<file path="src/rtl/core/otr_pkg.sv">
`timescale 1ns / 1ps

package otr_pkg;

    localparam int DEFAULT_RING_DEPTH = 64;

    // drop counter sticks here
    localparam logic [15:0] LOSS_SAT = 16'hFFFF;

    // request kinds carried on s_tuser
    localparam logic [1:0] REQ_RECORD  = 2'd0;
    localparam logic [1:0] REQ_PEEK    = 2'd1;
    localparam logic [1:0] REQ_ADVANCE = 2'd2;

    localparam int PENDING_W = 7;

    typedef struct packed {
        logic [31:0] value;
        logic [15:0] tick;
        logic [7:0]  flags;
        logic [7:0]  stage;
    } entry_t;

    typedef struct packed {
        logic                 found;
        logic [PENDING_W-1:0] pending;
        logic [15:0]          dropped;
    } status_t;

endpackage

</file>
<file path="src/rtl/core/overwrite_oldest_trace_ring.sv">
`timescale 1ns / 1ps

// Trace ring that overwrites its oldest entry when full and counts losses.
// Requests arrive on the s_ stream, kind on s_tuser: record, peek, advance,
// or no operation for the spare code. Every request gives exactly one
// result transfer on the m_ stream carrying the peeked entry (zero unless
// found), the pending count clamped to the ring depth and the drop count.
// The request is taken at one edge, where the cursors update and the entry
// memory is read, and the result is valid in the cycle after. Throughput is
// one request per cycle while m_tready is high; the single-port-per-direction
// entry memory and the cursor update both complete within the accepting cycle.
// When m_tready is low the result register holds and s_tready falls, so at
// most one result is buffered. A record followed by a peek of the same slot
// sees the new entry since the write lands on the accepting edge.
// Reset (aresetn low, synchronous) clears both cursors, the drop counter and
// the output valid; entry contents are not cleared and are only returned after
// being written.
module overwrite_oldest_trace_ring #(
    parameter int RING_DEPTH = otr_pkg::DEFAULT_RING_DEPTH
) (
    input  logic        aclk,
    input  logic        aresetn,
    input  logic        s_tvalid,
    output logic        s_tready,
    // stage[7:0], flags[15:8], tick[31:16], value[63:32], index[79:64],
    // advance_by[95:80]
    input  logic [95:0] s_tdata,
    // req_type[1:0]
    input  logic [1:0]  s_tuser,
    output logic        m_tvalid,
    input  logic        m_tready,
    // out_stage[7:0], out_flags[15:8], out_tick[31:16], out_value[63:32],
    // pending[70:64], dropped[86:71], zero[87]
    output logic [87:0] m_tdata,
    // found[0]
    output logic [0:0]  m_tuser
);

    localparam int AW = $clog2(RING_DEPTH);

    logic             accept;
    logic             out_valid_reg;
    logic             wr_en;
    logic [AW-1:0]    wr_addr;
    logic [AW-1:0]    rd_addr;
    otr_pkg::entry_t  rec_entry;
    otr_pkg::entry_t  rd_data;
    otr_pkg::entry_t  out_entry;
    otr_pkg::status_t status;

    assign s_tready = !out_valid_reg || m_tready;
    assign accept   = s_tvalid && s_tready;

    always_ff @(posedge aclk) begin
        if (!aresetn) begin
            out_valid_reg <= 1'b0;
        end else if (s_tready) begin
            out_valid_reg <= s_tvalid;
        end
    end

    assign rec_entry.stage = s_tdata[7:0];
    assign rec_entry.flags = s_tdata[15:8];
    assign rec_entry.tick  = s_tdata[31:16];
    assign rec_entry.value = s_tdata[63:32];

    otr_ctrl #(
        .RING_DEPTH (RING_DEPTH)
    ) u_ctrl (
        .aclk       (aclk),
        .aresetn    (aresetn),
        .accept     (accept),
        .req_type   (s_tuser),
        .index      (s_tdata[79:64]),
        .advance_by (s_tdata[95:80]),
        .wr_en      (wr_en),
        .wr_addr    (wr_addr),
        .rd_addr    (rd_addr),
        .status     (status)
    );

    otr_mem #(
        .RING_DEPTH (RING_DEPTH)
    ) u_mem (
        .aclk    (aclk),
        .wr_en   (wr_en),
        .wr_addr (wr_addr),
        .wr_data (rec_entry),
        .rd_en   (accept),
        .rd_addr (rd_addr),
        .rd_data (rd_data)
    );

    // entry fields read as zero unless the peek hit
    assign out_entry = status.found ? rd_data : '0;

    assign m_tvalid       = out_valid_reg;
    assign m_tuser        = status.found;
    assign m_tdata[7:0]   = out_entry.stage;
    assign m_tdata[15:8]  = out_entry.flags;
    assign m_tdata[31:16] = out_entry.tick;
    assign m_tdata[63:32] = out_entry.value;
    assign m_tdata[70:64] = status.pending;
    assign m_tdata[86:71] = status.dropped;
    assign m_tdata[87]    = 1'b0;

endmodule

</file>
<file path="src/rtl/core/otr_mem.sv">
`timescale 1ns / 1ps

module otr_mem #(
    parameter int RING_DEPTH = otr_pkg::DEFAULT_RING_DEPTH,
    localparam int AW = $clog2(RING_DEPTH)
) (
    input  logic                aclk,
    input  logic                wr_en,
    input  logic [AW-1:0]       wr_addr,
    input  otr_pkg::entry_t     wr_data,
    input  logic                rd_en,
    input  logic [AW-1:0]       rd_addr,
    output otr_pkg::entry_t     rd_data
);

    otr_pkg::entry_t mem [RING_DEPTH];
    otr_pkg::entry_t rd_data_reg;

    always_ff @(posedge aclk) begin
        if (wr_en) begin
            mem[wr_addr] <= wr_data;
        end
    end

    // read data held while the result waits downstream
    always_ff @(posedge aclk) begin
        if (rd_en) begin
            rd_data_reg <= mem[rd_addr];
        end
    end

    assign rd_data = rd_data_reg;

endmodule

</file>
<file path="src/rtl/core/otr_ctrl.sv">
`timescale 1ns / 1ps

module otr_ctrl #(
    parameter int RING_DEPTH = otr_pkg::DEFAULT_RING_DEPTH,
    localparam int AW = $clog2(RING_DEPTH)
) (
    input  logic              aclk,
    input  logic              aresetn,
    input  logic              accept,
    input  logic [1:0]        req_type,
    input  logic [15:0]       index,
    input  logic [15:0]       advance_by,
    output logic              wr_en,
    output logic [AW-1:0]     wr_addr,
    output logic [AW-1:0]     rd_addr,
    output otr_pkg::status_t  status
);

    localparam logic [15:0] DEPTH16 = 16'(RING_DEPTH);

    logic [15:0] wp_reg, wp_next;
    logic [15:0] fp_reg, fp_next;
    logic [15:0] loss_reg, loss_next;
    otr_pkg::status_t status_reg, status_next;

    logic [15:0] raw_pend;
    logic [15:0] wp_inc;
    logic [15:0] rec_pend;
    logic [15:0] adv_cnt;
    logic [15:0] peek_cur;
    logic [15:0] new_pend;
    logic [15:0] clamp_pend;
    logic        hit;

    always_comb begin
        raw_pend = wp_reg - fp_reg;
        wp_inc   = wp_reg + 16'd1;
        rec_pend = wp_inc - fp_reg;
        adv_cnt  = (advance_by > raw_pend) ? raw_pend : advance_by;
        peek_cur = fp_reg + index;

        wp_next   = wp_reg;
        fp_next   = fp_reg;
        loss_next = loss_reg;
        hit       = 1'b0;

        case (req_type)
            otr_pkg::REQ_RECORD: begin
                wp_next = wp_inc;
                // ring overfull: lose only the oldest entry
                if (rec_pend > DEPTH16) begin
                    fp_next = wp_inc - DEPTH16;
                    if (loss_reg != otr_pkg::LOSS_SAT) begin
                        loss_next = loss_reg + 16'd1;
                    end
                end
            end
            otr_pkg::REQ_PEEK: begin
                hit = (index < raw_pend);
            end
            otr_pkg::REQ_ADVANCE: begin
                fp_next = fp_reg + adv_cnt;
            end
            default: begin
            end
        endcase

        new_pend   = wp_next - fp_next;
        clamp_pend = (new_pend > DEPTH16) ? DEPTH16 : new_pend;

        status_next.found   = hit;
        status_next.pending = clamp_pend[otr_pkg::PENDING_W-1:0];
        status_next.dropped = loss_next;
    end

    always_ff @(posedge aclk) begin
        if (!aresetn) begin
            wp_reg   <= '0;
            fp_reg   <= '0;
            loss_reg <= '0;
        end else if (accept) begin
            wp_reg   <= wp_next;
            fp_reg   <= fp_next;
            loss_reg <= loss_next;
        end
    end

    always_ff @(posedge aclk) begin
        if (accept) begin
            status_reg <= status_next;
        end
    end

    assign wr_en   = accept && (req_type == otr_pkg::REQ_RECORD);
    assign wr_addr = wp_reg[AW-1:0];
    assign rd_addr = peek_cur[AW-1:0];
    assign status  = status_reg;

endmodule

</file>
<file path="config.mk">
export PLATFORM = sky130hd
export DESIGN_NAME = overwrite_oldest_trace_ring
export DESIGN_NICKNAME = d
export VERILOG_FILES = /design/src/rtl/core/otr_pkg.sv /design/src/rtl/core/overwrite_oldest_trace_ring.sv /design/src/rtl/core/otr_mem.sv /design/src/rtl/core/otr_ctrl.sv
export SDC_FILE = /design/constraint.sdc
export NUM_CORES = 2
export LEC_CHECK = 0
export BUFFER_PORTS_ARGS = -buffer_cell sky130_fd_sc_hd__buf_2
export CAP_MARGIN = 25
export CORE_ASPECT_RATIO = 0.75
export CORE_MARGIN = 2
export CORE_UTILIZATION = 50
export DETAILED_ROUTE_END_ITERATION = 10
export PLACE_DENSITY = 0.69
export SLEW_MARGIN = 5
export SYNTH_ARGS = -nofsm -noshare
export SYNTH_HDL_FRONTEND = slang
export SYNTH_SLANG_ARGS = --single-unit
</file>
<file path="constraint.sdc">
create_clock -name aclk -period 13.8 [get_ports aclk]
set_input_delay 0 -clock aclk [delete_from_list [all_inputs] [get_ports aclk]]
set_output_delay 0 -clock aclk [all_outputs]
set_load 0.02 [all_outputs]
</file>
* Word-level counts from Yosys, hierarchy flattened
Memory sizes are Yosys's and may differ from the RTL's. A register that Yosys moved wholly into a read port is not among the register bits.
Index checks and enable logic that the tools add are counted.
** Storage, ports and cells
- Register bits after elaboration :: 73
- Bits in latches :: 0
- Memory bits (writable) :: 4096
- Bits in read-only memories :: 0
- Input port bits :: 102
- Output and inout port bits :: 91
- Word-level logic and storage cells :: 38
- Memories :: 1
** Cells by class
- Add/sub/neg operators :: 8
- Multiply operators :: 0
- Div/mod/pow operators :: 0
- $lt $le $gt $ge :: 4
- Equal/unequal tests :: 3
- Shift operators :: 0
- Multiplexer cells :: 10
- Bitwise gates (word level) :: 0
- Reduce and logical (&&, ||, !) cells :: 5
** Memory list
- u_mem.mem :: depth 64, bits a word 64, rd ports 1, clocked after Yosys merged registers in 1, write ports 1, line otr_mem.sv:16 : otr_pkg::entry_t mem [RING_DEPTH];
** Operators by type and width (count)
- 2-to-1 mux 16 bit :: 6
- 2-to-1 mux 64 bit :: 1
- subtractor 16 bit :: 3
- adder 16 x 1 -> 16 bit, second input constant :: 2
- greater-than comparator 16 x 7 -> 1 bit, second input constant :: 2
- case mux 16 bit (2 select lines) :: 1
- adder 16 bit :: 1
- greater-than comparator 16 bit :: 1
- less-than comparator 16 bit :: 1
- != test 16 bit, second input constant :: 1
- subtractor 16 x 7 -> 16 bit, second input constant :: 1
- adder 6 bit :: 1
- == test 2 x 1 -> 1 bit, second input constant :: 1
- == test 2 bit, second input constant :: 1
- logical AND 1 bit :: 2
- zero test 2 bit :: 1
- 2-to-1 mux 1 bit :: 2
- zero test 1 bit :: 1
- logical OR 1 bit :: 1

* Logic depth before layout (Yosys ltp)
- Depth after elaboration :: 7
- Gate-level depth with buffers :: 45
- Mapped depth without buffers :: 42

* Hierarchy
Synthesis repeated with hierarchy kept, for this count alone.
** Second synthesis, totals
- Cells, all modules :: 7685
- Area total of the unflattened synthesis :: 165615.1 sq um
** By module, submodules not included
- otr_mem :: instances 1, cells each 6598, area each 156989.3 sq um, sequential area each 124919.8 sq um
- otr_ctrl :: instances 1, cells each 1010, area each 8060.2 sq um, sequential area each 1681.6 sq um
- overwrite_oldest_trace_ring :: instances 1, cells each 77, area each 565.5 sq um, sequential area each 20.0 sq um

* Worst setup path after synthesis
Ideal clock, no wire load.
- Kind :: register to register
- Start :: reg u_ctrl.wp_reg[0]
- End :: reg u_ctrl.status_reg (netlist bit u_ctrl.status[22]), data pin
- Setup time :: 0.254 ns
- Arrival time :: 7.802 ns
- Required time :: 13.546 ns
- Slack :: 5.744 ns
- Cell stages (with the launch flop) :: 44
- Path buffers :: 3
- Period minus slack after synthesis :: 8.056 ns
- Cells stage by stage :: dfxtp_1 buf_2 inv_1 ha_1 fa_1 nor2b_1 o2111ai_1 nand2_1 a31oi_1 nor2b_1 o21a_1 o21ai_0 nand2b_1 a21oi_1 o21ai_0 xnor2_1 ha_1 and4_1 (+8 left out) nand3_1 a21oi_1 o211ai_1 a21boi_0 o21ai_0 nand2b_1 a21o_1 a21oi_1 xnor2_1 a221oi_1 ha_1 a21o_1 o21bai_1 xnor2_1 inv_1 o41ai_2 nand4b_2 a21o_1
** On the way
- Cells in the longest elaborated chain, start to end :: 7
- Elaborated cells on any way between the ends :: 13
- Classes of those cells :: add/sub (6); order compare (3); mux (4)
** RTL lines
- start, declared :: line otr_ctrl.sv:21 : logic [15:0] wp_reg, wp_next;
- start signal, assigned :: line otr_ctrl.sv:82 : wp_reg <= wp_next;
- subtractor 16 bit / adder 16 x 1 -> 16 bit (equally long branches) :: line otr_ctrl.sv:36, otr_ctrl.sv:37
- greater-than comparator 16 bit / subtractor 16 bit (equally long branches) :: line otr_ctrl.sv:39, otr_ctrl.sv:38
- 2-to-1 mux 16 bit / greater-than comparator 16 x 7 -> 1 bit (equally long branches) :: line otr_ctrl.sv:39, otr_ctrl.sv:51
- adder 16 bit / 2-to-1 mux 16 bit (equally long branches) :: line otr_ctrl.sv:62, otr_ctrl.sv:51
- case mux 16 bit (2 select lines) :: line otr_ctrl.sv:47 : case (req_type)
- subtractor 16 bit * :: line otr_ctrl.sv:68 : new_pend = wp_next - fp_next;
- greater-than comparator 16 x 7 -> 1 bit :: line otr_ctrl.sv:69 : clamp_pend = (new_pend > DEPTH16) ? DEPTH16 : new_pend;
- end signal, assigned :: line otr_ctrl.sv:90 : status_reg <= status_next;
- end, declared :: line otr_ctrl.sv:24 : otr_pkg::status_t status_reg, status_next;
Mark *: on every way between the ends. The rest lies on a longest branch, timed or not.
A chain may end at the register's enable or synchronous reset.

* Worst setup path in the final report
- Start :: reg u_ctrl.wp_reg[4]
- End :: reg u_ctrl.status_reg (netlist bit u_ctrl.status[22]), data pin
Same word-level chain as after synthesis.

==> out/results.txt <==
Drt pass-1 iters: 5
Crit-path slowest cell: dfxtp_1
Vias in the first global route: 79800
Peak Freq: 0.108 GHz
Core area: 331000 um^2
Post-CTS Hold Fix Bufs: 79
Layout cells sized above 1: 30.0%
DRC errors left: 0
Largest net degree at the start of global routing: 146
Post-synth cell types: 87
Cell Pwr Density: 151 nW/um^2
Critical Path End Type: flip-flop
Vias/cell: 6.50
Worst Path Required: 14.42 ns
Final setup viols: 0
TritonCTS clock tree: done
Grt met1 use: 38.9%
Worst setup SP type: flip-flop
Die footprint: 336000 um^2
Busiest grt layer: met2
Synth top area cells: edfxtp_1 76%, mux4_2 17%, ha_1 0.73%
FFs w/ async S/R, synth: 0%
First-pass GRT wire length: 614000 um
Routability cong.: 0.850
Yosys top cell area share: 75.8%
Gr usage total: 26.0%
Total CTS buffers: 400
CTS resizes: 0
Post-route minimum period: 9.26 ns
RSZ-0062 raised after global routing: false
Maximum VDD drop: 123 uV
WL per Instance: 35.1 um
Status: finished, violations left
Setup Buffers After CTS: 0
Register area share after synthesis: 76.4%
Worst-Margin Slew: 1.16 ns
Max Slew Vio Count: 0
Via count: 81600
Most frequent cell on the critical path: a21oi_1
Tcrit/Tclk final: 67.1%
Ys Warns: 0
Final hold violations: 8
Chip Width: 669 um
Final core occ: 56.9%
Synthesized flop and latch total: 4233
Clock latency at the later pin of the worst-skew pair: 0.93 ns
Max Buffers Root-to-Sink: 4
Area grow syn2layout: 13.6%
Max reg flops: 4096
Syn nets: 7382
Clk sink count: 4233
Cells after Synth: 7178
Post-Syn Area: 166000 um^2
Leak: 59.4 nW
Starting Density: 50.1%
CTS root buf: clkbuf_16
Iteration-0 DRC count of the detailed router: 12300
Max-cap violations: 0
Failing checks: negative hold slack
Routing usage on met2: 39.9%
Hold WS: -0.0105 ns
Synthesized area per cell: 23.1 um^2
Hpwl dp: 235000 um
Antenna violations before repair: 29
H-tree depth: 5
Met3 Resource Use GR: 5.40%
GRT overflow: 0
Final WL: 440000 um
Crit path max fanout: 18
Final nets: 7986
Synth Flop Type: edfxtp_1
Post-DRT Antenna Nets: 0
Crit Path Class: reg -> reg
Dominant cell type by area after synthesis: edfxtp_1
Slew Limit Headroom: 22.5%
Min-Delay Path Class: in -> reg
Setup Skew: 0.0650 ns
Post-synth EDFFs: 4184
Die H: 503 um
Row cnt: 183
Reg clk slew, reported paths: 0.06 ns
Count of input and output buffers: 191
Crit path largest cell delay: 0.70 ns
CP Data Arrival Time: 9.88 ns
I/O pin count: 193
Fin Setup TNS: 0 ns
==> kinds of logic after synthesis <==
kind of cell / after synthesis / share of synthesized area, %
AO/OA/AOI/OAI: 394 / 1.56
XOR/XNOR: 112 / 0.592
adder cells (fa/ha/maj): 102 / 0.793
buffers and inverters: 442 / 1.02
flip-flops: 4233 / 76.4
multiplexers: 1378 / 18.0
other: 1 / 0.00226
AND/OR/NAND/NOR: 516 / 1.65
==> per-stage QoR <==
stage	std cells	hold slack (ns)	cell area (um^2)	setup WS [ns]	total power [mW]
floorplan	7178	0.0989	166000	5.74	16.8
global placement	11600	0.249	173000	4.78	17.9
detailed placement	11700	0.263	173000	4.71	18.0
CTS	12400	0.0244	187000	4.62	28.5
global route	12500	0.000463	188000	3.76	29.2
finish	12500	-0.0105	188000	4.54	28.4
==> layout make-up <==
class / count / area (um^2)
antenna: 11 / 27.5
tap: 4440 / 5560
multi-input combinational: 2503 / 38000
clock buffer: 486 / 10400
sequential: 4233 / 127000
fill: 23600 / 142000
inverter: 71 / 272
clock inverter: 228 / 2080
timing repair buffer: 573 / 5270
==> worst paths after layout <==
check                                          end               start  cells past startpoint  slack (ns)
worst max-delay path             u_ctrl.status[22]    u_ctrl.wp_reg[4]                     39        4.54
worst min-delay path             u_mem.mem[54][27]         s_tdata[27]                      2       -0.01
worst max register to register   u_ctrl.status[22]    u_ctrl.wp_reg[4]                     39        4.54
worst min register to register  u_ctrl.loss_reg[4]  u_ctrl.loss_reg[4]                      2        0.52
==> power by group <==
group	switching [mW]	internal [mW]
Clock	4.71	5.94
Sequential	0.0376	14.2
Combinational	1.93	1.57
Total	6.68	21.7
==> cell usage after synthesis, types with 5 or more instances <==
cell      number
a211oi_1      71
a21o_1        37
a21oi_1      151
a31oi_1       13
and2_1        68
and3_1        15
buf_1         93
buf_2          8
clkbuf_1     265
dfxtp_1       49
edfxtp_1    4184
fa_1           5
ha_1          97
inv_1         70
mux2_2        16
mux2i_1       81
mux4_2      1280
nand2_1       60
nand2b_1      11
nand3_1       32
nand3b_1       7
nand4_1       12
nor2_1       153
nor2b_1       75
nor3_1        31
nor4_1         6
o211ai_1       5
o21a_1         8
o21ai_0       41
o21bai_1       7
o22ai_1       12
or2_2          5
or3_1         16
xnor2_1       72
xor2_1        40
==> critical path: cells and delay by family (launching register included) <==
| family | cells | cell delay (ns) |
|---|---|---|
| buffers and inverters | 2 | 0.38 |
| AOI/OAI and AO/OA | 20 | 4.12 |
| xor gates and xnor gates | 3 | 0.58 |
| and+or+nand+nor | 9 | 1.41 |
| adders and majority gates | 5 | 1.80 |
| DFF | 1 | 0.70 |
==> layout by cell type, fill, tap and decap left out, types with 68 or more instances in the layout <==
cell type,synthesis,layout
clkbuf_16,0,404
a21oi_1,151,151
ha_1,97,96
edfxtp_1,4184,4184
nor2b_1,75,75
buf_4,3,191
buf_2,8,191
dlygate4sd3_1,0,102
clkinv_1,0,78
buf_12,0,72
nor2_1,153,89
and2_1,68,68
mux2i_1,81,81
clkbuf_1,265,82
xnor2_1,72,68
clkinv_2,0,86
inv_1,70,69
a211oi_1,71,71
mux4_2,1280,1280
==> metal layers <==
metal / part of all wire (%) / vias to the layer above / routed length [um]
met5: 0.023 / - / 99
met2: 46 / 5000 / 204000
met3: 11 / 656 / 48700
met1: 40 / 44000 / 176000
li1: - / 31900 / -
met4: 2.5 / 16 / 11200
Note: power is estimated with default switching activity, not from simulation.
